**src/rtl/blt_pkg.sv**
```systemverilog
// Package for the bucket lock table: sizes, word types, operation codes
// and small helper functions. No dependencies.
`default_nettype none

package blt_pkg;

    // Table geometry
    localparam int TABLE_COUNT      = 4;
    localparam int NUM_BUCKETS      = 256;
    localparam int SLOTS_PER_BUCKET = 4;
    localparam int KEY_WIDTH        = 32;

    localparam int ROWS    = TABLE_COUNT * NUM_BUCKETS;
    localparam int ROW_W   = (ROWS > 1) ? $clog2(ROWS) : 1;
    localparam int SLOT_W  = (SLOTS_PER_BUCKET > 1) ? $clog2(SLOTS_PER_BUCKET) : 1;

    localparam logic [7:0] SHARE_LIMIT = 8'd255;

    // Queue sizing shared by the job queue and the result queue
    localparam int QUEUE_DEPTH = 2;
    localparam int QPTR_W      = (QUEUE_DEPTH > 1) ? $clog2(QUEUE_DEPTH) : 1;
    localparam int QCNT_W      = $clog2(QUEUE_DEPTH + 1);

    typedef logic [KEY_WIDTH-1:0] key_t;
    typedef logic [ROW_W-1:0]     row_idx_t;
    typedef logic [SLOT_W-1:0]    slot_idx_t;

    // Input word
    typedef struct packed {
        logic        command;
        logic [1:0]  table_index;
        logic [7:0]  bucket_index;
        logic [1:0]  slot_select;
        logic [31:0] lookup_key;
        logic        entry_valid;
        logic        release_req;
        logic        exclusive_mode;
    } req_t;

    // Result word
    typedef struct packed {
        logic       hit;
        logic [1:0] slot_found;
        logic       granted;
        logic [7:0] count_seen;
    } res_t;

    // Command codes
    localparam logic CMD_LOAD    = 1'b0;
    localparam logic CMD_REQUEST = 1'b1;

    typedef enum logic [2:0] {
        OP_NONE      = 3'd0,
        OP_LOAD      = 3'd1,
        OP_SH_LOCK   = 3'd2,
        OP_EX_LOCK   = 3'd3,
        OP_SH_UNLOCK = 3'd4,
        OP_EX_UNLOCK = 3'd5
    } op_t;

    // Classified job handed from front to back
    typedef struct packed {
        op_t       op;
        row_idx_t  row;
        slot_idx_t slot;
        key_t      key;
        logic      valid;
    } job_t;

    // One slot of a bucket row
    typedef struct packed {
        key_t       key;
        logic       valid;
        logic       excl;
        logic [7:0] count;
    } slot_t;

    typedef slot_t [SLOTS_PER_BUCKET-1:0] row_t;

    // Low KEY_WIDTH bits of the 32-bit input key, zero extended if wider
    function automatic key_t key_of(input logic [31:0] k);
        key_t r;
        r = '0;
        for (int i = 0; i < KEY_WIDTH; i++)
        begin
            r[i] = (i < 32) ? k[i] : 1'b0;
        end
        return r;
    endfunction

    function automatic row_idx_t row_of(input logic [1:0] t, input logic [7:0] b);
        return ROW_W'(int'(t) * NUM_BUCKETS + int'(b));
    endfunction

endpackage

`default_nettype wire

```
**src/rtl/blt_resq.sv**
```systemverilog
// Result queue: holds finished result words until the consumer pops them.
// Depends on blt_pkg.
`default_nettype none

module blt_resq
    import blt_pkg::*;
(
    input  wire logic clk,
    input  wire logic rst_n,
    input  wire logic enq,
    input  res_t      enq_data,
    output logic      room,
    output logic      empty,
    input  wire logic pop,
    output res_t      result
);

    res_t                q_mem [QUEUE_DEPTH];
    logic [QPTR_W-1:0]   wr_ptr_reg, wr_ptr_next;
    logic [QPTR_W-1:0]   rd_ptr_reg, rd_ptr_next;
    logic [QCNT_W-1:0]   cnt_reg, cnt_next;
    logic                deq;

    assign empty  = (cnt_reg == '0);
    assign room   = (cnt_reg != QCNT_W'(QUEUE_DEPTH));
    assign deq    = pop && !empty;
    assign result = q_mem[rd_ptr_reg];

    always_comb
    begin
        wr_ptr_next = wr_ptr_reg;
        rd_ptr_next = rd_ptr_reg;
        if (enq)
        begin
            wr_ptr_next = (wr_ptr_reg == QPTR_W'(QUEUE_DEPTH - 1)) ? '0 : wr_ptr_reg + 1'b1;
        end
        if (deq)
        begin
            rd_ptr_next = (rd_ptr_reg == QPTR_W'(QUEUE_DEPTH - 1)) ? '0 : rd_ptr_reg + 1'b1;
        end
        case ({enq, deq})
            2'b10:   cnt_next = cnt_reg + 1'b1;
            2'b01:   cnt_next = cnt_reg - 1'b1;
            default: cnt_next = cnt_reg;
        endcase
    end

    always_ff @(posedge clk or negedge rst_n)
    begin
        if (!rst_n)
        begin
            wr_ptr_reg <= '0;
            rd_ptr_reg <= '0;
            cnt_reg    <= '0;
        end
        else
        begin
            wr_ptr_reg <= wr_ptr_next;
            rd_ptr_reg <= rd_ptr_next;
            cnt_reg    <= cnt_next;
        end
    end

    always_ff @(posedge clk)
    begin
        if (enq)
        begin
            q_mem[wr_ptr_reg] <= enq_data;
        end
    end

endmodule

`default_nettype wire
```
**config.mk**
```make
export PLATFORM = sky130hd
export DESIGN_NAME = blt_resq
export DESIGN_NICKNAME = d
export VERILOG_FILES = /design/src/rtl/blt_pkg.sv /design/src/rtl/blt_resq.sv
export SDC_FILE = /design/constraint.sdc
export NUM_CORES = 1
export LEC_CHECK = 0
export ABC_CLOCK_PERIOD_IN_PS = 1530
export BUFFER_PORTS_ARGS = -buffer_cell sky130_fd_sc_hd__buf_2
export CORE_ASPECT_RATIO = 0.9
export CORE_MARGIN = 5
export CORE_UTILIZATION = 50
export CTS_CLUSTER_DIAMETER = 120
export CTS_CLUSTER_SIZE = 12
export DETAILED_ROUTE_END_ITERATION = 8
export GPL_TIMING_DRIVEN = 0
export HOLD_SLACK_MARGIN = 0.15
export PLACE_DENSITY_LB_ADDON = 0.15
export SYNTH_ARGS = -nofsm -noshare
export SYNTH_HDL_FRONTEND = slang
export SYNTH_SLANG_ARGS = --single-unit
```
**constraint.sdc**
```tcl
create_clock -name clk -period 1.53 [get_ports clk]
set_input_delay 0.153 -clock clk [delete_from_list [all_inputs] [get_ports clk]]
set_output_delay 0.153 -clock clk [all_outputs]
set_load 0.02 [all_outputs]
```
**Word-level counts from Yosys, hierarchy flattened**

Memory sizes are Yosys's and may differ from the RTL's.
Cells that the tools add are included.

- Output and inout port bits: 14
- Memory bits (writable): 24
- Latch bits: 0
- Bits in registers: 4
- Bits in read-only memories: 0
- Input port bits: 16
- Memories kept: 1

- Equality and inequality tests: 3
- $lt $le $gt $ge: 0
- Bitwise logic cells: 0
- Reductions and logical operators: 4
- Divide/modulo/power cells: 0
- $mul: 0
- Add/subtract/negate cells: 4
- Muxes and demuxes: 5
- Shifts and indexed selects: 0

Memories:

| name | words | width | read ports | clocked after Yosys merged registers in | wr ports | RTL line | source |
|---|---|---|---|---|---|---|---|
| q_mem | 2 | 12 | 1 | 0 | 1 | blt_resq.sv:18 | `res_t q_mem [QUEUE_DEPTH];` |

Operators by type and width:

| cell | number |
|---|---|
| 2-to-1 mux 1 bit | 4 |
| case mux 2 bit (2 select lines) | 1 |
| adder 1 bit, second input constant | 2 |
| adder 2 x 1 -> 2 bit, second input constant | 1 |
| equality test 2 x 1 -> 1 bit, second input constant | 1 |
| equality test 2 bit, second input constant | 1 |
| zero test 2 bit | 1 |
| inequality test 2 bit, second input constant | 1 |
| nonzero test 2 bit | 1 |
| subtractor 2 x 1 -> 2 bit, second input constant | 1 |
| logical AND 1 bit | 1 |
| zero test 1 bit | 1 |

**Longest topological paths before layout**

- Depth after elaboration: 5
- Depth in mapped cells: 6

**Least setup slack after synthesis**

No wires, ideal clock.

- Kind: register to register
- Start: register cnt_reg[0]
- End: register cnt_reg[1]
- Arrival: 1431 ps
- Stages on the path, launching flop included: 6
- Setup slack: 20 ps
- Data required time: 1451 ps
- Cell sequence: dfrtp_1 > nor2_1 > nor2b_2 > ha_1 > nor2_1 > xor2_1

- Cells in the longest elaborated chain, start to end: 5
- Elaborated cells between the ends (all ways): 9

Ends and longest elaborated chain:

| item | RTL line | source |
|---|---|---|
| start: declaration | blt_resq.sv:21 | `logic [QCNT_W-1:0] cnt_reg, cnt_next;` |
| start signal: assignment | blt_resq.sv:60 | `cnt_reg <= cnt_next;` |
| zero test 2 bit (*) | blt_resq.sv:24 | `assign empty = (cnt_reg == '0);` |
| net empty | blt_resq.sv:13 | `output logic empty,` |
| zero test 1 bit (*) | blt_resq.sv:26 | `assign deq = pop && !empty;` |
| logical AND 1 bit (*) | blt_resq.sv:26 |  |
| net deq | blt_resq.sv:22 | `logic deq;` |
| equality test 2 x 1 -> 1 bit or equality test 2 bit (tied branches) | blt_resq.sv:41 | `case ({enq, deq})` |
| case mux 2 bit (2 select lines) or nonzero test 2 bit (tied branches) | - |  |

The timed path passes the listed nets; every way through them passes the cells marked *.
A chain may end at the register's enable or synchronous reset.

==> run summary <==
- 0 — count of max-cap constraint violations
- 0 — setup violators final
- 0 — number of warnings printed during yosys synthesis
- 1.502 ns — min Tclk post-route
- 2.830% — met3 Resource Use GR
- 16 — maximum number of pins on one net before global-route repair
- 46.60% — fraction of final layout cells sized beyond drive strength 1
- 14.29% — share of flip-flops with an asynchronous set or reset after synthesis
- output port — critical path capture point type
- 0 — Final Hold Fails
- 24 — number of flops mapped to enable cells by yosys
- 3224 um^2 — die area
- sky130_fd_sc_hd__edfxtp_1 — count leader, synth
- 1.38 ns — Worst EP required
- 15.45% — multiplexer fraction of the synthesized cell area
- 0% — Synth Area in Compound Gates
- 98.18% — post-route clock period utilization
- cnt_reg[0]$_DFFE_PN0P_ — Reg-to-Reg Start
- 1673 nW/um^2 — total power density per cell area
- 28 — CTS Sinks
- 1.144% — adder-cell share of the synthesized area
- met2 — GRT busiest layer
- 0 — antenna diode count
- 3 — peak fanout along the critical path
- 0.6323 nW — leakage power summed over all cells
- 20.25 um^2 — synthesized area per cell
- 11.04% — overall track demand over capacity in global routing
- 4.005% — post-synthesis share of cell area spent on xor and xnor gates
- 1622 um — routed wire length
- 0.001069 V — largest voltage drop on the vdd net
- 0.6213 — last weighted congestion value of the routability-driven placer
- complete, no violations — run status
- 75.06% — sequential area share after synthesis
- 0.31 ns — Skew-Pair Late Insertion Delay
- 2594 um — wire length of the first global-routing pass
- 0.002371 ns — Max Clock Skew
- in2reg — path type of the worst min-delay path
- 30 — count of pins on the block boundary
- multiplexers — main combinational cell family by area after synthesis
- sky130_fd_sc_hd__edfxtp_1 (66%), sky130_fd_sc_hd__mux2_4 (12%), sky130_fd_sc_hd__dfrtp_1 (9.2%), sky130_fd_sc_hd__mux2_1 (3.1%), sky130_fd_sc_hd__xor2_1 (2.4%) — Synth area leaders
- 28 — total of flip-flops plus latches after synthesis
- 59.30 um — Chip Width
- reg2out — critical path type
- 51.05% — Starting Density
- 2142 um^2 — Floorplan Core Area
- 71 — net count after synthesis
- 12.48 um — average wire per cell in the routed design
- cnt_reg[1]$_DFFE_PN0P_ — end of the worst register-to-register path
- 12.88% — met1 global-route usage
- register — category of the worst setup path launch point
- 11 — initial drt markers
- 24 — flip-flop count of the largest register, all copies and words added
- 19.45% — met2 routing resource usage after global routing
- 603 — via count of the first global-routing pass
- 0.13 ns — clock slew at reported path FFs
- 0 ns — sum of negative setup slack
- 0 — number of antenna violations at the first check in global routing
- rd_ptr_reg$_DFFE_PN0P_ — terminating pin of the worst hold path
- 54 — count of mapped cells out of synthesis
- sky130_fd_sc_hd__edfxtp_1 — cell accounting for the most synthesized area
- 4 — Pre-Repair DR Iteration Count
- 58.79% — worst max-slew margin expressed relative to the limit
- 147 — fill cell total of the finished layout
- sky130_fd_sc_hd__clkbuf_4 — cell at the root of the clock tree
- 0 — antenna-violating nets left
- 29 — PortBufs
- 2 — maximum clock insertion buffer count
- 1094 um^2 — post-synth design cell area
- sky130_fd_sc_hd__edfxtp_1 — most frequently used flop master after synthesis
- pop — min-delay src
- 2.975% — share of synthesized cell area in and, or, nand and nor gates
- 0.16 ns — Reg2Reg Setup Slack
- 54.37 um — chip height
- 1 — H-tree levels
- 3 — TritonCTS Buffers
- 121 — Final Net Count
- 593 — Via Count
- 665.7 MHz — maximum frequency from static timing analysis
- 1.35 ns — Worst EP arrival
- 16 — std cell rows
- 0.6175 ns — transition time at the pin with the least slew margin
- sky130_fd_sc_hd__edfxtp_1 (24), sky130_fd_sc_hd__mux2_4 (9), sky130_fd_sc_hd__dfrtp_1 (4) — leading cell types by count after synthesis
- 5 — Worst R2R Path Depth
- 0 — DR DRC count
- 70.97% — post-layout util
- 1107 um — detailed-placement wirelength estimate
- true — RSZ-0062 raised after global routing
- 4.562 — Vias/cell
- 13 — count of cell types in the netlist
- 0 — Max Slew Vio Count
- 39.02% — layout-stage area growth over the synthesis result
- 65.90% — share of the synthesized area in the top cell type
- 3 — number of cells traversed by the worst hold path
- 0 — GR Overflow Total
- built — clock tree from TritonCTS
critical path, cell delays in order, from the launching register on:
cell	delay (ns)
sky130_fd_sc_hd__dfrtp_1	0.40
sky130_fd_sc_hd__buf_4	0.15
sky130_fd_sc_hd__mux2_2	0.35
sky130_fd_sc_hd__buf_6	0.14
per-stage QoR:
stage / std cells / power [mW] / setup WS, ns / area (um^2) / hold WS [ns]
2_1_floorplan: 54 / 1.809 / 0.01997 / 1094 / -0.1426
3_3_place_gp: 110 / 2.049 / -0.08339 / 1272 / -0.03663
3_5_place_dp: 110 / 2.065 / -0.06915 / 1272 / -0.03710
4_1_cts: 130 / 2.403 / 0.01259 / 1459 / 0.1635
5_1_grt: 130 / 2.674 / -0.03427 / 1520 / 0.1945
6_report: 130 / 2.544 / 0.02785 / 1520 / 0.1687
layout make-up:
class                   instances  area (um^2)  share of cell area (%)
well taps                      27        33.78                   2.222
clock buffers                   4        26.28                   1.728
inverters                       1        3.754                  0.2469
repair buffers                 45        352.8                   23.21
multi-input cells              24        267.8                   17.61
flip-flops and latches         28        820.8                   53.99
plain buffers                   1        15.01                  0.9877
what timing repair did:
action / 4_1_cts / 5_1_grt
hold buffers: 15 / 0
hold endpoints to repair: 29 / 0
gates resized for setup: 1 / 20
setup endpoints to repair: 21 / 12
setup buffers: 1 / 0
logic make-up after synthesis:
family | Yosys count
buffers and inverters | 2
DFF | 28
muxes | 12
adders and majority gates | 1
xor gates and xnor gates | 5
and+or+nand+nor | 6
metal layers:
| metal | routed length (um) | vias up |
|---|---|---|
| li1 | - | 295 |
| met4 | 0 | 0 |
| met5 | 0 | - |
| met1 | 662 | 282 |
| met2 | 846 | 16 |
| met3 | 114 | 0 |
power breakdown:
group	internal [mW]	switching (mW)	total [mW]
Sequential	1.03	0.0832	1.11
Clock	0.102	0.190	0.292
Combinational	0.593	0.544	1.14
worst max-delay path by stage:
stage	endpoint	slack, ns	start
floorplan	cnt_reg[1]$_DFFE_PN0P_	0.02	cnt_reg[0]$_DFFE_PN0P_
global placement	q_mem[0][1]$_DFFE_PP_	-0.08	wr_ptr_reg$_DFFE_PN0P_
detailed placement	q_mem[0][1]$_DFFE_PP_	-0.07	wr_ptr_reg$_DFFE_PN0P_
CTS	result[2]	0.01	rd_ptr_reg$_DFFE_PN0P_
global route	result[4]	-0.03	rd_ptr_reg$_DFFE_PN0P_
finish	result[2]	0.03	rd_ptr_reg$_DFFE_PN0P_
layout by cell type (no fill, tap or decap), types with 2 or more instances in the layout:
cell | netlist | final
sky130_fd_sc_hd__buf_2 | 0 | 21
sky130_fd_sc_hd__nor2_1 | 3 | 2
sky130_fd_sc_hd__buf_6 | 1 | 8
sky130_fd_sc_hd__clkbuf_4 | 0 | 3
sky130_fd_sc_hd__xor2_1 | 3 | 3
sky130_fd_sc_hd__mux2_4 | 9 | 11
sky130_fd_sc_hd__dfrtp_1 | 4 | 4
sky130_fd_sc_hd__xnor2_1 | 2 | 2
sky130_fd_sc_hd__edfxtp_1 | 24 | 24
sky130_fd_sc_hd__dlygate4sd3_1 | 0 | 15
No activity file was read; power rests on OpenSTA's default activity.
