`src/rtl/blt_pkg.sv`:
```
// Package for the bucket lock table: sizes, word types, operation codes
// and small helper functions. No dependencies.
`default_nettype none

package blt_pkg;

    // Table geometry
    localparam int TABLE_COUNT      = 4;
    localparam int NUM_BUCKETS      = 256;
    localparam int SLOTS_PER_BUCKET = 4;
    localparam int KEY_WIDTH        = 32;

    localparam int ROWS    = TABLE_COUNT * NUM_BUCKETS;
    localparam int ROW_W   = (ROWS > 1) ? $clog2(ROWS) : 1;
    localparam int SLOT_W  = (SLOTS_PER_BUCKET > 1) ? $clog2(SLOTS_PER_BUCKET) : 1;

    localparam logic [7:0] SHARE_LIMIT = 8'd255;

    // Queue sizing shared by the job queue and the result queue
    localparam int QUEUE_DEPTH = 2;
    localparam int QPTR_W      = (QUEUE_DEPTH > 1) ? $clog2(QUEUE_DEPTH) : 1;
    localparam int QCNT_W      = $clog2(QUEUE_DEPTH + 1);

    typedef logic [KEY_WIDTH-1:0] key_t;
    typedef logic [ROW_W-1:0]     row_idx_t;
    typedef logic [SLOT_W-1:0]    slot_idx_t;

    // Input word
    typedef struct packed {
        logic        command;
        logic [1:0]  table_index;
        logic [7:0]  bucket_index;
        logic [1:0]  slot_select;
        logic [31:0] lookup_key;
        logic        entry_valid;
        logic        release_req;
        logic        exclusive_mode;
    } req_t;

    // Result word
    typedef struct packed {
        logic       hit;
        logic [1:0] slot_found;
        logic       granted;
        logic [7:0] count_seen;
    } res_t;

    // Command codes
    localparam logic CMD_LOAD    = 1'b0;
    localparam logic CMD_REQUEST = 1'b1;

    typedef enum logic [2:0] {
        OP_NONE      = 3'd0,
        OP_LOAD      = 3'd1,
        OP_SH_LOCK   = 3'd2,
        OP_EX_LOCK   = 3'd3,
        OP_SH_UNLOCK = 3'd4,
        OP_EX_UNLOCK = 3'd5
    } op_t;

    // Classified job handed from front to back
    typedef struct packed {
        op_t       op;
        row_idx_t  row;
        slot_idx_t slot;
        key_t      key;
        logic      valid;
    } job_t;

    // One slot of a bucket row
    typedef struct packed {
        key_t       key;
        logic       valid;
        logic       excl;
        logic [7:0] count;
    } slot_t;

    typedef slot_t [SLOTS_PER_BUCKET-1:0] row_t;

    // Low KEY_WIDTH bits of the 32-bit input key, zero extended if wider
    function automatic key_t key_of(input logic [31:0] k);
        key_t r;
        r = '0;
        for (int i = 0; i < KEY_WIDTH; i++)
        begin
            r[i] = (i < 32) ? k[i] : 1'b0;
        end
        return r;
    endfunction

    function automatic row_idx_t row_of(input logic [1:0] t, input logic [7:0] b);
        return ROW_W'(int'(t) * NUM_BUCKETS + int'(b));
    endfunction

endpackage

`default_nettype wire

```
`src/rtl/blt_front.sv`:
```
// Front end: input queue that classifies each request word into a job.
// Depends on blt_pkg.
`default_nettype none

module blt_front
    import blt_pkg::*;
(
    input  wire logic clk,
    input  wire logic rst_n,
    input  wire logic push,
    output logic      full,
    input  req_t      request,
    input  wire logic hold,      // back end busy clearing
    input  wire logic deq,
    output logic      job_empty,
    output job_t      job
);

    job_t                q_mem [QUEUE_DEPTH];
    logic [QPTR_W-1:0]   wr_ptr_reg, wr_ptr_next;
    logic [QPTR_W-1:0]   rd_ptr_reg, rd_ptr_next;
    logic [QCNT_W-1:0]   cnt_reg, cnt_next;
    logic                enq;
    logic                in_range;
    job_t                cls;

    // Classification
    always_comb
    begin
        in_range  = (int'(request.table_index) < TABLE_COUNT)
                 && (int'(request.bucket_index) < NUM_BUCKETS);
        cls       = '0;
        cls.row   = row_of(request.table_index, request.bucket_index);
        cls.slot  = SLOT_W'(request.slot_select);
        cls.key   = key_of(request.lookup_key);
        cls.valid = request.entry_valid;
        if (!in_range)
        begin
            cls.op = OP_NONE;
        end
        else if (request.command == CMD_LOAD)
        begin
            cls.op = (int'(request.slot_select) < SLOTS_PER_BUCKET) ? OP_LOAD : OP_NONE;
        end
        else
        begin
            case ({request.release_req, request.exclusive_mode})
                2'b00:   cls.op = OP_SH_LOCK;
                2'b01:   cls.op = OP_EX_LOCK;
                2'b10:   cls.op = OP_SH_UNLOCK;
                default: cls.op = OP_EX_UNLOCK;
            endcase
        end
    end

    assign full      = hold || (cnt_reg == QCNT_W'(QUEUE_DEPTH));
    assign enq       = push && !full;
    assign job_empty = (cnt_reg == '0);
    assign job       = q_mem[rd_ptr_reg];

    always_comb
    begin
        wr_ptr_next = wr_ptr_reg;
        rd_ptr_next = rd_ptr_reg;
        cnt_next    = cnt_reg;
        if (enq)
        begin
            wr_ptr_next = (wr_ptr_reg == QPTR_W'(QUEUE_DEPTH - 1)) ? '0 : wr_ptr_reg + 1'b1;
        end
        if (deq)
        begin
            rd_ptr_next = (rd_ptr_reg == QPTR_W'(QUEUE_DEPTH - 1)) ? '0 : rd_ptr_reg + 1'b1;
        end
        case ({enq, deq})
            2'b10:   cnt_next = cnt_reg + 1'b1;
            2'b01:   cnt_next = cnt_reg - 1'b1;
            default: cnt_next = cnt_reg;
        endcase
    end

    always_ff @(posedge clk or negedge rst_n)
    begin
        if (!rst_n)
        begin
            wr_ptr_reg <= '0;
            rd_ptr_reg <= '0;
            cnt_reg    <= '0;
        end
        else
        begin
            wr_ptr_reg <= wr_ptr_next;
            rd_ptr_reg <= rd_ptr_next;
            cnt_reg    <= cnt_next;
        end
    end

    always_ff @(posedge clk)
    begin
        if (enq)
        begin
            q_mem[wr_ptr_reg] <= cls;
        end
    end

endmodule

`default_nettype wire

```
`config.mk`:
```
export PLATFORM = sky130hd
export DESIGN_NAME = blt_front
export DESIGN_NICKNAME = d
export VERILOG_FILES = /design/src/rtl/blt_pkg.sv /design/src/rtl/blt_front.sv
export SDC_FILE = /design/constraint.sdc
export NUM_CORES = 1
export LEC_CHECK = 0
export ABC_CLOCK_PERIOD_IN_PS = 3500
export BUFFER_PORTS_ARGS = -buffer_cell sky130_fd_sc_hd__buf_2
export CAP_MARGIN = 20
export CORE_MARGIN = 10
export CORE_UTILIZATION = 45
export CTS_CLUSTER_SIZE = 16
export DETAILED_ROUTE_END_ITERATION = 6
export PLACE_DENSITY_LB_ADDON = 0.05
export SKIP_LAST_GASP = 1
export SYNTH_ARGS = -nofsm -noshare
export SYNTH_HDL_FRONTEND = slang
export SYNTH_SLANG_ARGS = --single-unit
export TNS_END_PERCENT = 1
```
`constraint.sdc`:
```
create_clock -name clk -period 3.5 [get_ports clk]
set_input_delay 0.35 -clock clk [delete_from_list [all_inputs] [get_ports clk]]
set_output_delay 0.35 -clock clk [all_outputs]
set_load 0.02 [all_outputs]
```
## Word-level counts from Yosys, hierarchy flattened

Memories as Yosys holds them, arrays and structs flattened.
Cells that the tools add are included.

| word-level totals | value |
|---|---|
| output and inout bits | 50 |
| memories | 1 |
| register bits after elaboration | 4 |
| bits in writable memories | 96 |
| bits of input ports | 53 |

| operators by class | value |
|---|---|
| eq/ne operators | 5 |
| reduce and logical (&&, ||, !) cells | 6 |
| add/subtract/negate cells | 5 |
| multiplexer cells | 7 |

Memory list:

| name | depth | bits a word | rd ports | clocked after memory_dff | write ports | line | RTL |
|---|---|---|---|---|---|---|---|
| q_mem | 2 | 48 | 1 | 0 | 1 | blt_front.sv:19 | `job_t q_mem [QUEUE_DEPTH];` |

Operators with widths:

| cell | number |
|---|---|
| 10-bit by 8-bit adder with 10-bit output | 1 |
| 3-bit case mux with 3 select lines | 1 |
| 2-bit == test (second input constant) | 3 |
| 2-bit by 1-bit == test with 1-bit output (second input constant) | 2 |
| 2-bit logical NOT | 2 |
| 1-bit 2-to-1 mux | 4 |
| 2-bit case mux with 2 select lines | 1 |
| 3-bit 2-to-1 mux | 1 |
| 1-bit adder (second input constant) | 2 |
| 2-bit by 1-bit adder with 2-bit output (second input constant) | 1 |
| 2-bit nonzero test | 1 |
| 2-bit by 1-bit subtractor with 2-bit output (second input constant) | 1 |
| 1-bit logical AND | 1 |
| 1-bit logical NOT | 1 |
| 1-bit logical OR | 1 |

## Longest topological paths before layout

Gate-level depths: netlist of run 1.

| logic depth | value |
|---|---|
| word-level depth | 6 |
| mapped depth | 6 |
| mapped depth without buffers | 6 |

## Worst setup path before layout of run 1

OpenSTA, ideal clock, no wires.

| timing path | value |
|---|---|
| kind | register to register |
| start | register cnt_reg[0] |
| end | memory q_mem[0][0] in the netlist's numbering (enable) |
| data arrival time | 2.710 ns |
| cell stages (with the launch flop) | 4 |
| required time | 3.046 ns |
| slack | 0.336 ns |
| cells stage by stage | dfrtp_1 nand2b_1 nand3b_1 nor2_1 |

| between the ends | value |
|---|---|
| cells in the longest elaborated chain, start to end | 6 |

RTL lines:

| what | line | RTL |
|---|---|---|
| from (decl) | blt_front.sv:22 | `logic [QCNT_W-1:0] cnt_reg, cnt_next;` |
| from (signal assigned) | blt_front.sv:93 | `cnt_reg <= cnt_next;` |
| 2-bit == test | blt_front.sv:56 | `assign full = hold \|\| (cnt_reg == QCNT_W'(QUEUE_DEPTH));` |
| 1-bit logical OR | blt_front.sv:56 |  |
| 1-bit logical NOT | blt_front.sv:57 | `assign enq = push && !full;` |
| 1-bit logical AND | blt_front.sv:57 |  |
| 1-bit 2-to-1 mux | blt_front.sv:99 | `if (enq)` |
| 1-bit 2-to-1 mux (implied by the code) | blt_front.sv:101 | `q_mem[wr_ptr_reg] <= cls;` |
| to (decl) | blt_front.sv:19 |  |

Every way passes these cells.

==> results.py, run 1 <==
metrics = {
    "die": {
        "io_pins": 103,
        "dieHeight_um": 111.0,
        "die_area_um2": 12310,
        "initial_core_util": 0.4578,
        "die_w_um": 111.0,
        "placementRows": 33,
        "coreArea_um2": 8134,
    },
    "synthesis": {
        "synthesis.area_um2": 3724,
        "ys_top_cells_by_count": "edfxtp_1 (96), mux2_2 (38), mux2_4 (10)",
        "yosysWarnings": 0,
        "yosysMostFrequentCell": "edfxtp_1",
        "async_flop_share": 0.04000,
        "synth.top_cell.area_share": 0.7742,
        "avgSynthCellArea_um2": 21.90,
        "synth_nets": 224,
        "syn_inst": 170,
        "synth_edf_count": 96,
        "yosysTopAreaCell": "edfxtp_1",
        "yosysUniqueCellTypes": 16,
        "yosysSeqAreaShare": 0.8011,
        "yosys-top-cells-area": "edfxtp_1 (77%), mux2_2 (11%), mux2_4 (4.0%), dfrtp_1 (2.7%), xnor2_1 (0.71%)",
        "synth_seq_cells": 100,
        "synth_flop_cell": "edfxtp_1",
    },
    "routing": {
        "drc": 0,
        "detailedRoute.firstPassIterationCount": 4,
        "avgRoutedWirePerCell_um": 18.00,
        "vias_per_cell": 4.730,
        "wirelength_um": 7074,
        "drtAntennaViolNets": 0,
        "vias": 1859,
        "drt-initial-drc-count": 63,
    },
    "global_routing": {
        "antenna_found_initial": 0,
        "grt_max_degree": 40,
        "first_global_vias": 2112,
        "grt-ovfl-total": 0,
        "grt_first_pass_wirelength_um": 10800,
        "grt_usage": 0.1112,
    },
    "pwr": {
        "power_frac_clock": 0.190,
        "seq_power_share": 0.477,
        "p_per_area_nw_per_um2": 725.5,
        "swShare": 0.3281,
        "power.switching_w": 0.001081,
        "internal_power_w": 0.002214,
        "peakVddDrop_mv": 0.3935,
        "combPwrFrac": 0.333,
        "power.leakage_nw": 1.711,
    },
    "sta": {
        "tightest_slew_ns": 0.5226,
        "period_minus_slack_ns": 2.226,
        "fin_setup_tns_ns": 0,
        "finalMaxSlewViolations": 0,
        "rsz0062_at_grt": "no",
        "timing.final.hold_violations": 0,
        "setup_viol": 0,
        "max_freq_mhz": 449.2,
        "timing.max_slew.rel_slack": 0.6516,
        "setup_ws_ns": 1.274,
        "skew_ns": 0.009482,
        "period_share": 0.6361,
    },
    "clock_network": {
        "path_clk_slew_ns": 0.09,
        "h-tree-depth": 3,
        "cts_tree": "done",
        "postCtsSetupBuffers": 0,
        "clock-sinks": 100,
        "holdBufCountCts": 1,
        "numCtsBuffers": 9,
        "cts-resized-gates": 0,
        "clkLatencyLatePin_ns": 0.34,
        "cts_buffer_depth": 2,
        "root_buffer": "clkbuf_8",
    },
    "critical_path": {
        "path_max_fanout": 19,
        "cp_cell_sequence": "buf_4 > mux2_2 > buf_2",
        "max_stage_delay_ns": 0.59,
        "required_ns": 3.15,
        "arrival_ns": 1.88,
        "start_kind": "flip-flop",
        "endpoint_kind": "output port",
        "crit_path_top_delay_cell": "dfrtp_2",
        "crit_type": "flip-flop to output port",
    },
    "placed_design": {
        "dpl_cell_area_um2": 4363,
        "dp_slack_ns": 1.402,
        "hpwl_um": 4986,
        "place_congestion": 0.7037,
        "port_buffers": 102,
    },
    "final_layout": {
        "final_layout_size_suffix_gt1_frac": 0.5938,
        "largest_reg_flops": 96,
        "fin_nets": 337,
        "seqCellArea_um2": 2984,
        "fin_util": 0.5584,
        "multi_input_area_um2": 703.2,
        "n_antenna_cell": 0,
        "fillCellCount": 660,
        "area_delta_synth_final_pct": 21.98,
        "stdcell_area_um2": 4542,
    },
    "run": {
        "drv_cap": 0,
    },
    "worst_hold_path": {
        "hp-class": "input port to flip-flop",
    },
    "run_status": {
        "status": "finished, final reports clean",
    },
}
## critical path, delay by kind of cell, from the launching register on
family	cells	cell delay (ns)
buffers and inverters	2	0.53
flip-flops	1	0.59
multiplexers	1	0.40
## worst paths after layout
kind | from | end | slack (ns) | cells after the start
setup / recovery | rd_ptr_reg | job[7] | 1.27 | 3
hold / removal | request[26] | q_mem[1][24] | 0.19 | 1
setup reg to reg | cnt_reg[0] | q_mem[1][41] | 1.43 | 4
hold reg to reg | cnt_reg[1] | cnt_reg[1] | 0.50 | 1
max in group asynchronous | rst_n | rd_ptr_reg | 3.04 | 2
min in group asynchronous | rst_n | cnt_reg[0] | 0.33 | 2
## power groups by stage
stage	Combinational, W	Sequential, W	Clock [W]
after floorplan	0.000822	0.00157	0
after detailed placement	0.00112	0.00160	0
after global placement	0.00112	0.00160	0
after global routing	0.00118	0.00159	0.000705
after CTS	0.00113	0.00158	0.000651
final	0.00110	0.00157	0.000627
## kinds of logic (layout without fill, tap and decap cells)
family | count (synthesis) | count (layout) | synth area share
xor gates and xnor gates | 5 | 5 | 0.01176
DFF | 100 | 100 | 0.8011
muxes | 48 | 48 | 0.1552
and+or+nand+nor | 10 | 10 | 0.01445
adders and majority gates | 1 | 1 | 0.003360
buffers and inverters | 6 | 124 | 0.01411
## routing by layer
layer,up-vias,share of wire,GRT usage
met5,-,0,0
met3,6,0.071,0.04329
met2,63,0.51,0.1899
li1,883,-,-
met4,0,0.0086,0.05208
met1,907,0.41,0.1180
## cell type report
cell class | instances | area share
sequential | 100 | 0.6570
multi-input combinational | 64 | 0.1548
timing repair buffer | 107 | 0.1212
tap | 105 | 0.02893
clock buffer | 10 | 0.02810
clock inverter | 6 | 0.009091
inverter | 1 | 0.0008264
## through the flow
stage / hold slack (ns) / power, W / std cells
after floorplan: 0.05441 / 0.002390 / 170
after global placement: 0.1615 / 0.002721 / 376
after detailed placement: 0.1627 / 0.002726 / 376
after CTS: 0.1650 / 0.003353 / 393
after global routing: 0.1606 / 0.003468 / 393
final: 0.1866 / 0.003295 / 393
## cell usage in the layout (no fill, tap or decap), drive strengths merged
master	count
and2	1
buf	106
clkbuf	10
clkinv	4
clkinvlp	2
dfrtp	4
dlygate4sd3	1
edfxtp	96
ha	1
inv	1
mux2	48
nand2b	3
nand3b	1
nor2	4
nor2b	1
xnor2	3
xor2	2
Power figures use the tool's default switching activity.
==> inputs of run 2 (changes only) <==
Settings changed: ABC_AREA from default to 1, ABC_CLOCK_PERIOD_IN_PS 3500 to 2250.
Clock period 3.5 ns to 2.25 ns, I/O delays scaled along.
==> results.py, run 2 <==
metrics = {
    "critical_path": {
        "reg2reg_depth": 5,
        "required_ns": 2.03,
        "cp.depth": 4,
        "max_stage_delay_ns": 0.76,
        "cp_cell_sequence": "buf_12 > nand2_1 > o21ai_0 > buf_2",
        "crit_buf_inv": 2,
        "critical-path-top-delay-family": "flip-flops",
        "crit_path_top_delay_cell": "dfrtp_4",
        "start_kind": "flip-flop",
        "arrival_ns": 1.79,
        "path_max_fanout": 41,
        "endpoint_kind": "output port",
        "crit_type": "flip-flop to output port",
    },
    "final_layout": {
        "fin_nets": 448,
        "final_layout_size_suffix_gt1_frac": 0.4736,
        "largest_reg_flops": 96,
        "area_delta_synth_final_pct": 20.48,
        "final_cell_mix": "buf_2 (102), edfxtp_1 (96), inv_1 (55)",
        "final_common_cell": "buf_2",
        "n_antenna_cell": 0,
        "fin_util": 0.5588,
    },
    "clock_network": {
        "clock-sinks": 100,
        "postCtsSetupBuffers": 0,
        "cts-resized-gates": 0,
        "holdBufCountCts": 1,
        "cts_buffer_depth": 2,
        "root_buffer": "clkbuf_8",
        "clkLatencyLatePin_ns": 0.35,
        "h-tree-depth": 3,
        "path_clk_slew_ns": 0.09,
        "cts_tree": "done",
        "numCtsBuffers": 9,
    },
    "sta": {
        "timing.max_slew.rel_slack": 0.6660,
        "skew_ns": 0.008443,
        "period_share": 0.8957,
        "setup_viol": 0,
        "fin_setup_tns_ns": 0,
        "finalMaxSlewViolations": 0,
        "setup_ws_ns": 0.2346,
        "timing.final.hold_violations": 0,
        "period_minus_slack_ns": 2.015,
        "rsz0062_at_grt": "no",
        "tightest_slew_ns": 0.5010,
        "max_freq_mhz": 496.2,
    },
    "global_routing": {
        "grt_max_degree": 42,
        "grt-ovfl-total": 0,
        "grt_usage": 0.1123,
        "grt_first_pass_wirelength_um": 11630,
        "first_global_vias": 2371,
        "antenna_found_initial": 0,
    },
    "die": {
        "die_area_um2": 13180,
        "coreArea_um2": 8721,
        "dieHeight_um": 114.8,
        "placementRows": 34,
        "initial_core_util": 0.4638,
        "io_pins": 103,
        "die_w_um": 114.8,
    },
    "run": {
        "drv_cap": 0,
    },
    "synthesis": {
        "avgSynthCellArea_um2": 14.24,
        "yosysMostFrequentCell": "edfxtp_1",
        "yosys-top-cells-area": "edfxtp_1 (71%), o21ai_2 (6.5%), inv_1 (5.2%), nand2_2 (4.6%), nand2_1 (2.5%)",
        "yosysUniqueCellTypes": 22,
        "synth_edf_count": 96,
        "synthesis.area_um2": 4045,
        "yosysWarnings": 0,
        "yosysSeqAreaShare": 0.7374,
        "synth_nets": 338,
        "ys_top_cells_by_count": "edfxtp_1 (96), inv_1 (56), nand2_2 (30), o21ai_2 (30), nand2_1 (27)",
        "synth_seq_cells": 100,
        "synth_flop_cell": "edfxtp_1",
        "syn_inst": 284,
        "synth.top_cell.area_share": 0.7127,
        "yosysTopAreaCell": "edfxtp_1",
        "async_flop_share": 0.04000,
    },
    "worst_hold_path": {
        "hp-class": "input port to flip-flop",
        "whs_path_depth": 1,
    },
    "routing": {
        "drtAntennaViolNets": 0,
        "detailedRoute.firstPassIterationCount": 4,
        "wirelength_um": 7271,
        "drc": 0,
        "vias": 2296,
        "avgRoutedWirePerCell_um": 14.40,
        "drt-initial-drc-count": 83,
        "vias_per_cell": 4.547,
    },
    "placed_design": {
        "dp_slack_ns": 0.5909,
        "port_buffers": 102,
        "hpwl_um": 5270,
        "place_congestion": 0.7456,
    },
    "pwr": {
        "power.leakage_nw": 2.065,
        "p_per_area_nw_per_um2": 1177,
        "peakVddDrop_mv": 0.6460,
    },
    "run_status": {
        "status": "finished, final reports clean",
    },
}
-- run 2: cell families after synthesis --
| group | after synthesis | share of synthesized area |
|---|---|---|
| adders and majority gates | 1 | 0.003093 |
| buffers and inverters | 68 | 0.08537 |
| and+or+nand+nor | 65 | 0.08259 |
| xor gates and xnor gates | 2 | 0.004331 |
| AOI/OAI and AO/OA | 48 | 0.08722 |
| DFF | 100 | 0.7374 |
-- run 2: worst register-to-register path: stages (launching register included) --
cell and delay [ns]:
dfrtp_1 0.42, inv_2 0.05, nand2_1 0.10, nand4_1 0.12
inv_2 0.32, buf_4 0.29
-- run 2: through the flow --
step                      instance area, µm²  power (W)  cells  hold slack (ns)
after global routing                    4873   0.006096    505          0.03700
after floorplan                         4053   0.004107    284         -0.07059
after detailed placement                4661   0.004676    490          0.04057
after global placement                  4661   0.004646    490          0.03883
final                                   4873   0.005735    505          0.05577
after CTS                               4873   0.005840    505          0.03571
-- run 2: metal layers --
metal	global-route usage	share of wire
met1	0.1290	0.44
met2	0.1850	0.48
met3	0.03802	0.069
met4	0.05446	0.017
met5	0	0
-- run 2: power by group --
group | internal [W] | switching, W | leakage (nW) | total, W
Combinational | 0.000700 | 0.00134 | 1.05 | 0.00204
Sequential | 0.00232 | 0.000200 | 0.924 | 0.00252
Clock | 0.000610 | 0.000565 | 0.0948 | 0.00117
-- run 2: cell type report --
| cell class | instances | area (µm²) |
|---|---|---|
| tap | 108 | 135.1 |
| sequential | 100 | 2987 |
| inverter | 57 | 214.0 |
| multi-input combinational | 116 | 724.4 |
| clock buffer | 9 | 123.9 |
| timing repair buffer | 110 | 610.6 |
| clock inverter | 5 | 78.83 |
| fill | 747 | 3847 |
-- run 2: final timing paths --
kind                       slack [ns]  startpoint     endpoint
setup / recovery                 0.23  rd_ptr_reg      job[43]
hold / removal                   0.06  request[4]  q_mem[0][2]
setup reg to reg                 0.65  cnt_reg[0]  q_mem[0][0]
hold reg to reg                  0.48  wr_ptr_reg   wr_ptr_reg
max in group asynchronous        1.89       rst_n   rd_ptr_reg
min in group asynchronous        0.21       rst_n   cnt_reg[0]
==> inputs of run 3 (changes only) <==
Settings changed: ABC_AREA 1 to default, ABC_CLOCK_PERIOD_IN_PS 2250 to 1670, TNS_END_PERCENT 1 to default.
Clock period 2.25 ns to 1.67 ns, I/O delays scaled along.
==> results.py, run 3 (synthesis results as in run 1) <==
metrics = {
    "worst_hold_path": {
        "hp-class": "input port to flip-flop",
    },
    "final_layout": {
        "final_cell_mix": "edfxtp_1 (96), buf_2 (60), buf_6 (41)",
        "seqCellArea_um2": 2984,
        "largest_reg_flops": 96,
        "final_layout_size_suffix_gt1_frac": 0.5401,
        "stdcell_area_um2": 5483,
        "multi_input_area_um2": 767.0,
        "n_antenna_cell": 0,
        "area_delta_synth_final_pct": 47.24,
        "fin_nets": 386,
        "fin_util": 0.6741,
        "fillCellCount": 580,
        "final_common_cell": "edfxtp_1",
    },
    "pwr": {
        "power.leakage_nw": 2.128,
        "power.total_w": 0.008153,
        "peakVddDrop_mv": 0.7826,
        "p_per_area_nw_per_um2": 1487,
    },
    "critical_path": {
        "crit_top_cell": "buf_6",
        "crit_path_top_delay_cell": "dfrtp_2",
        "path_max_fanout": 6,
        "endpoint_kind": "output port",
        "crit_end": "job[6]",
        "worstReg2RegEnd": "q_mem[0][14]",
        "reg2reg_depth": 4,
        "required_ns": 1.50,
        "rrSetupSlack_ns": 0.12,
        "arrival_ns": 1.51,
        "cp_cell_sequence": "buf_6 > clkbuf_16 > mux2_2 > buf_6",
        "start_kind": "flip-flop",
        "crit_type": "flip-flop to output port",
        "max_stage_delay_ns": 0.38,
        "rr_startpoint": "cnt_reg[0]",
        "crit_start": "rd_ptr_reg",
    },
    "clock_network": {
        "cts_tree": "done",
        "numCtsBuffers": 9,
        "clkLatencyLatePin_ns": 0.35,
        "path_clk_slew_ns": 0.09,
        "h-tree-depth": 3,
        "root_buffer": "clkbuf_8",
        "clock-sinks": 100,
        "cts_buffer_depth": 2,
    },
    "routing": {
        "vias": 2069,
        "wirelength_um": 7645,
        "avgRoutedWirePerCell_um": 17.30,
        "drtAntennaViolNets": 0,
        "drc": 0,
        "drt-initial-drc-count": 53,
        "detailedRoute.firstPassIterationCount": 4,
        "vias_per_cell": 4.681,
    },
    "sta": {
        "tightest_slew_ns": 0.3163,
        "timing.final.hold_violations": 0,
        "finalMaxSlewViolations": 0,
        "timing.max_slew.rel_slack": 0.7885,
        "setup_viol": 16,
        "rsz0062_at_grt": "yes",
        "setup_ws_ns": -0.01188,
        "skew_ns": 0.006009,
        "period_minus_slack_ns": 1.682,
        "period_share": 1.007,
        "max_freq_mhz": 594.6,
    },
    "die": {
        "placementRows": 33,
        "dieHeight_um": 111.0,
        "io_pins": 103,
        "coreArea_um2": 8134,
        "initial_core_util": 0.4578,
        "die_area_um2": 12310,
        "die_w_um": 111.0,
    },
    "global_routing": {
        "grt_first_pass_wirelength_um": 11230,
        "grt_usage": 0.1135,
        "first_global_vias": 2241,
        "grt-ovfl-total": 0,
        "antenna_found_initial": 0,
        "grt_max_degree": 29,
    },
    "run": {
        "drv_cap": 0,
    },
    "placed_design": {
        "place_congestion": 0.6701,
        "dpl_cell_area_um2": 4453,
        "port_buffers": 102,
        "dp_slack_ns": 0.1011,
        "hpwl_um": 4726,
    },
    "run_status": {
        "status": "finished with violations",
        "violations": "setup timing",
    },
}
-- run 3: changes by cell type in the layout (fill, tap and decap cells not counted), moves of 4 or more --
cell,previous run,this run
mux2_2,0,21
o21ai_0,17,0
dlygate4sd3_1,1,40
inv_1,55,1
o21ai_2,30,0
nand2_1,27,0
buf_2,102,60
mux2_4,0,27
nand2_2,30,0
buf_6,0,41
clkbuf_16,0,4
-- run 3: cell type report --
class | instances | share of cell area
Inverter | 1 | 0.0006846
Multi-Input combinational cell | 64 | 0.1399
Timing Repair Buffer | 156 | 0.2590
Sequential cell | 100 | 0.5443
Tap cell | 105 | 0.02396
Clock buffer | 9 | 0.02259
Clock inverter | 7 | 0.009585
-- run 3: worst min-delay path by stage --
| stage | startpoint | endpoint | slack (ns) | depth (start not counted) |
|---|---|---|---|---|
| after floorplan | rst_n | cnt_reg[0] | -0.13 | 0 |
| after global placement | rst_n | cnt_reg[1] | -0.02 | 1 |
| after detailed placement | rst_n | cnt_reg[1] | -0.02 | 1 |
| after CTS | request[22] | q_mem[0][20] | 0.001 | 1 |
| after global routing | request[22] | q_mem[0][20] | -0.003 | 1 |
| final | request[22] | q_mem[1][20] | 0.01 | 1 |
-- run 3: repair_timing --
item / 4_1_cts / 5_1_grt
setup buffers: 0 / 2
resized for setup: 0 / 99
gates cloned: 0 / 6
setup endpoints to repair: 29 / 44
hold buffers: 40 / 0
hold endpoints to repair: 80 / 0
-- run 3: where the power goes --
group / total (W) / leakage [nW] / internal, W / switching, W
Combinational: 0.00357 / 1.13 / 0.00194 / 0.00162
Clock: 0.00135 / 0.0731 / 0.000545 / 0.000804
Sequential: 0.00324 / 0.923 / 0.00313 / 0.000109
-- run 3: worst max-delay path, delay by kind of cell, from the launching register on --
| family | cells | cell delay [ns] |
|---|---|---|
| buffers and inverters | 3 | 0.43 |
| flip-flops | 1 | 0.38 |
| multiplexers | 1 | 0.35 |
-- run 3: metrics by stage --
stage	instances	hold slack [ns]	setup TNS [ns]
floorplan	170	-0.1286	-24.58
global placement	378	-0.01597	0
detailed placement	378	-0.01648	0
CTS	434	0.0009849	-0.5798
global route	442	-0.003010	-1.690
finish	442	0.01432	-0.07891
-- run 3: per-layer routing --
metal,vias to the layer above,wire (µm),track usage
met5,-,0,0
met4,0,97,0.05208
met3,8,528,0.03680
met2,66,4068,0.1930
met1,1006,2952,0.1264
li1,989,-,-
